<file path="src/design/mss_ram.sv">
module mss_ram #(
  parameter int Width = 8,
  parameter int Depth = 16
) (
  input  logic                     clk_i,
  input  logic                     we_i,
  input  logic [$clog2(Depth)-1:0] waddr_i,
  input  logic [Width-1:0]         wdata_i,
  input  logic [$clog2(Depth)-1:0] raddr_i,
  output logic [Width-1:0]         rdata_o
);

  logic [Width-1:0] mem [Depth];

  always_ff @(posedge clk_i) begin
    if (we_i) begin
      mem[waddr_i] <= wdata_i;
    end
  end

  always_ff @(posedge clk_i) begin
    rdata_o <= mem[raddr_i];
  end

endmodule

</file>
<file path="config.mk">
export PLATFORM = sky130hd
export DESIGN_NAME = mss_ram
export DESIGN_NICKNAME = d
export VERILOG_FILES = /design/src/design/mss_ram.sv
export SDC_FILE = /design/constraint.sdc
export NUM_CORES = 1
export LEC_CHECK = 0
export BUFFER_PORTS_ARGS = -buffer_cell sky130_fd_sc_hd__buf_2
export CORE_UTILIZATION = 55
export CTS_CLUSTER_SIZE = 8
export DETAILED_ROUTE_END_ITERATION = 12
export PLACE_DENSITY = 0.7
export SLEW_MARGIN = 40
export SYNTH_ARGS = -nofsm -noshare
export SYNTH_HDL_FRONTEND = slang
export SYNTH_SLANG_ARGS = --single-unit
</file>
<file path="constraint.sdc">
create_clock -name clk_i -period 5.3 [get_ports clk_i]
set_input_delay 0.53 -clock clk_i [delete_from_list [all_inputs] [get_ports clk_i]]
set_output_delay 0.53 -clock clk_i [all_outputs]
set_load 0.01 [all_outputs]
</file>
Word-level counts from Yosys, hierarchy flattened. Memory sizes are Yosys's and may differ from the RTL's. A register that Yosys moved wholly into a read port is not among the register bits. Index checks and enable logic that the tools add are counted.

Mux-type cells: 2.

Operators with widths (number): 1-bit 2-to-1 mux (2).

Bits in registers: 0. RAM bits: 128. Input port bits: 18. Output and inout port bits: 8. Logic and storage cells: 3. Memories: 1.

Memory list: mem (words 16, width 8, rd ports 1, clocked after memory_dff 1, wr ports 1, line 13) `logic [Width-1:0] mem [Depth];`.

Logic depth before layout (Yosys ltp).
Depth after elaboration: 2. Depth in mapped cells: 5. Mapped depth without buffers: 3.

Worst setup path after synthesis. OpenSTA, ideal clock, no wires.

Kind: input to register. From: in waddr_i[2]. To: mem mem[0][0] (enable). Setup time: 383 ps. Arrival: 1640 ps. Required time: 4917 ps. Setup slack: 3277 ps. Stages on the path: 2. Path buffers: 0. Cells stage by stage: or3b_2 > nor3_1.

RTL lines: from (decl) (line 7) `input logic [$clog2(Depth)-1:0] waddr_i,`; to (decl) (line 13).

Straight into the memory's write port.

==> flow_summary.toml <==
[outcome]
status = "finished, final reports clean"

[setup_path]
cp_num_buf_inv = 1
critPathCapture = "rdata_o[2]"
max_stage_delay_ns = 0.63
crit_required_ns = 5.69
reg2reg_slack_ns = 3.88
crit_type = "primary input to flip-flop"
worstPathArrival_ns = 2.11
cp.depth = 4
cpMaxStageDelayCell = "mux4_1"
start_kind = "primary input"
critPathTopFamily = "multiplexers"
worstPathCellList = "buf_4 > mux4_1 > a22oi_1 > nand2_1"
rr_worst_depth = 3
cp_max_fo = 32
startpoint = "raddr_i[0]"
reg2reg_to = "rdata_o[2]"
reg2reg_from = "mem[9][2]"
cp-end-kind = "flip-flop"

[synth]
syn_area_mm2 = 0.00515
yosysMostFrequentCell = "edfxtp_1"
synth-async-reset-ratio = 0
synth_edf_count = 128
ys_ff_latch = 136
ys.flop_type = "edfxtp_1"
syn_nets = 247
ys_seq_area_frac = 0.778
synth_cell_types = 19
synthCells = 229
synth_area_leaders = "edfxtp_1 75%, mux4_2 7.9%, mux4_1 7.1%"
synth_commonest_cells = "128 x edfxtp_1, 18 x mux4_2, 16 x a22oi_1"
synth_top_area_cell = "edfxtp_1"
synth_top_area_frac = 0.747
syn_area_per_cell_um2 = 22.5
ys_warn_count = 0

[route]
post-route-drc-count = 0
drtAntennaViolNets = 0
routedWlPerCell_um = 24.5
dr.pass1.iters = 4
viasPerCell = 6.19
vias = 2391
wl_um = 9440
drt_iter0_drc = 205

[placement]
gp_congestion = 0.752
dp_cells = 354
detailed_place.area_mm2 = 0.00537
place_hpwl_um = 5580
preCtsSetupSlack_ns = 3.05
io_buffer_count = 25

[cells_and_area]
synthToLayoutAreaGrowth_pct = 17.2
nets = 283
final_cell_count_no_fill = 386
insertedDiodeCount = 0
fin_area_mm2 = 0.00603
drive_gt1_frac = 0.317
post-route-util = 0.678

[clocking]
clock_path_buffers = 2
cts_setup_buffers = 0
clock_latency_ns = 0.52
h-tree-depth = 4
cts_buffers = 17
cts_root_buffer = "clkbuf_8"
cts.sinks = 136
clk_pin_slew_worst_paths_ns = 0.06
cts_tree = "done"
post_cts_resize_count = 0
cts_hold_buf = 0

[die]
initial_core_util = 0.579
die_height_um = 98.7
die_area_mm2 = 0.00975
ios = 26
die_w_um = 98.7
rows = 34
coreArea_mm2 = 0.00889

[sta]
post-route-period-util = 0.323
setup_viol = 0
finalCriticalPeriod_ns = 1.71
rsz0062_at_grt = "false"
timing.slew.headroom = 0.430
slew_violations = 0
setup_tns_ns = 0
holdWs_ns = 0.390
fmax_ghz = 0.584
fin_worst_skew_ns = 0.00431
layout_setup_ws_ns = 3.59
hold_viol_final = 0
worstMarginPinSlew_ns = 0.849

[power]
power-per-cell-area_mw_per_mm2 = 431
p_leak_nw = 2.02
power_mw = 2.60
vdd_drop_max_v = 0.000282

[grt]
grt_pass1_vias = 2404
grt_use_met3 = 0.0645
use_met1 = 0.325
grt.busiest_layer = "met1"
antenna_found_initial = 0
grt_util_met2 = 0.306
grt_max_degree = 33
grt_pass1_wl_um = 14400
overflow = 0
grt_use_total = 0.219

[run]
maxCapViolCount = 0

[worst_hold_path]
hp-class = "primary input to flip-flop"
## cell families after synthesis
| logic type | after synthesis | share of synthesized area |
|---|---|---|
| multiplexers | 32 | 0.150 |
| AO/OA/AOI/OAI | 16 | 0.0233 |
| flip-flops | 136 | 0.778 |
| buffers and inverters | 10 | 0.0168 |
| AND/OR/NAND/NOR | 35 | 0.0318 |
## worst min path at each step
stage / start / end / cells past startpoint
after detailed placement: mem[15][5] / rdata_o[5] / 3
final: wdata_i[1] / mem[7][1] / 1
after global routing: wdata_i[1] / mem[7][1] / 1
after CTS: wdata_i[1] / mem[7][1] / 1
after global placement: mem[11][3] / rdata_o[3] / 3
after floorplan: wdata_i[0] / mem[0][0] / 0
## where the power goes
part / total (mW) / switching [mW] / internal [mW]
Combinational: 0.108 / 0.0647 / 0.0435
Sequential: 1.21 / 0.00798 / 1.20
Clock: 1.28 / 0.423 / 0.856
## state kept, by name, summed over array words and instances (netlist names)
name,cells
mem,128
rdata_o,8
## worst register-to-register path, delay by kind of cell, from the launching register on
kind	cells	cell delay [ns]
multiplexers	1	0.50
AO/OA/AOI/OAI	1	0.35
AND/OR/NAND/NOR	1	0.10
flip-flops	1	0.35
## area by class of cell
type,count,area [µm²]
timing repair buffer,27,143
sequential,136,4000
multi-input combinational,83,1100
tap,108,135
fill,546,2860
clock inverter,13,226
clock buffer,19,422
## cell usage in the layout (no fill, tap or decap), drive strengths merged, types with 4 or more instances in the layout
master / n
a22oi: 16
buf: 27
mux4: 32
nor3: 4
clkinv: 5
clkbuf: 19
nand2: 9
nor2: 13
bufinv: 6
edfxtp: 128
dfxtp: 8
## metal layers
| layer | wire length [µm] | vias up |
|---|---|---|
| met2 | 4330 | 114 |
| met3 | 769 | 16 |
| met4 | 144 | 0 |
| li1 | - | 1047 |
| met1 | 4200 | 1214 |
| met5 | 0 | - |
Note: power is estimated with default switching activity, not from simulation.
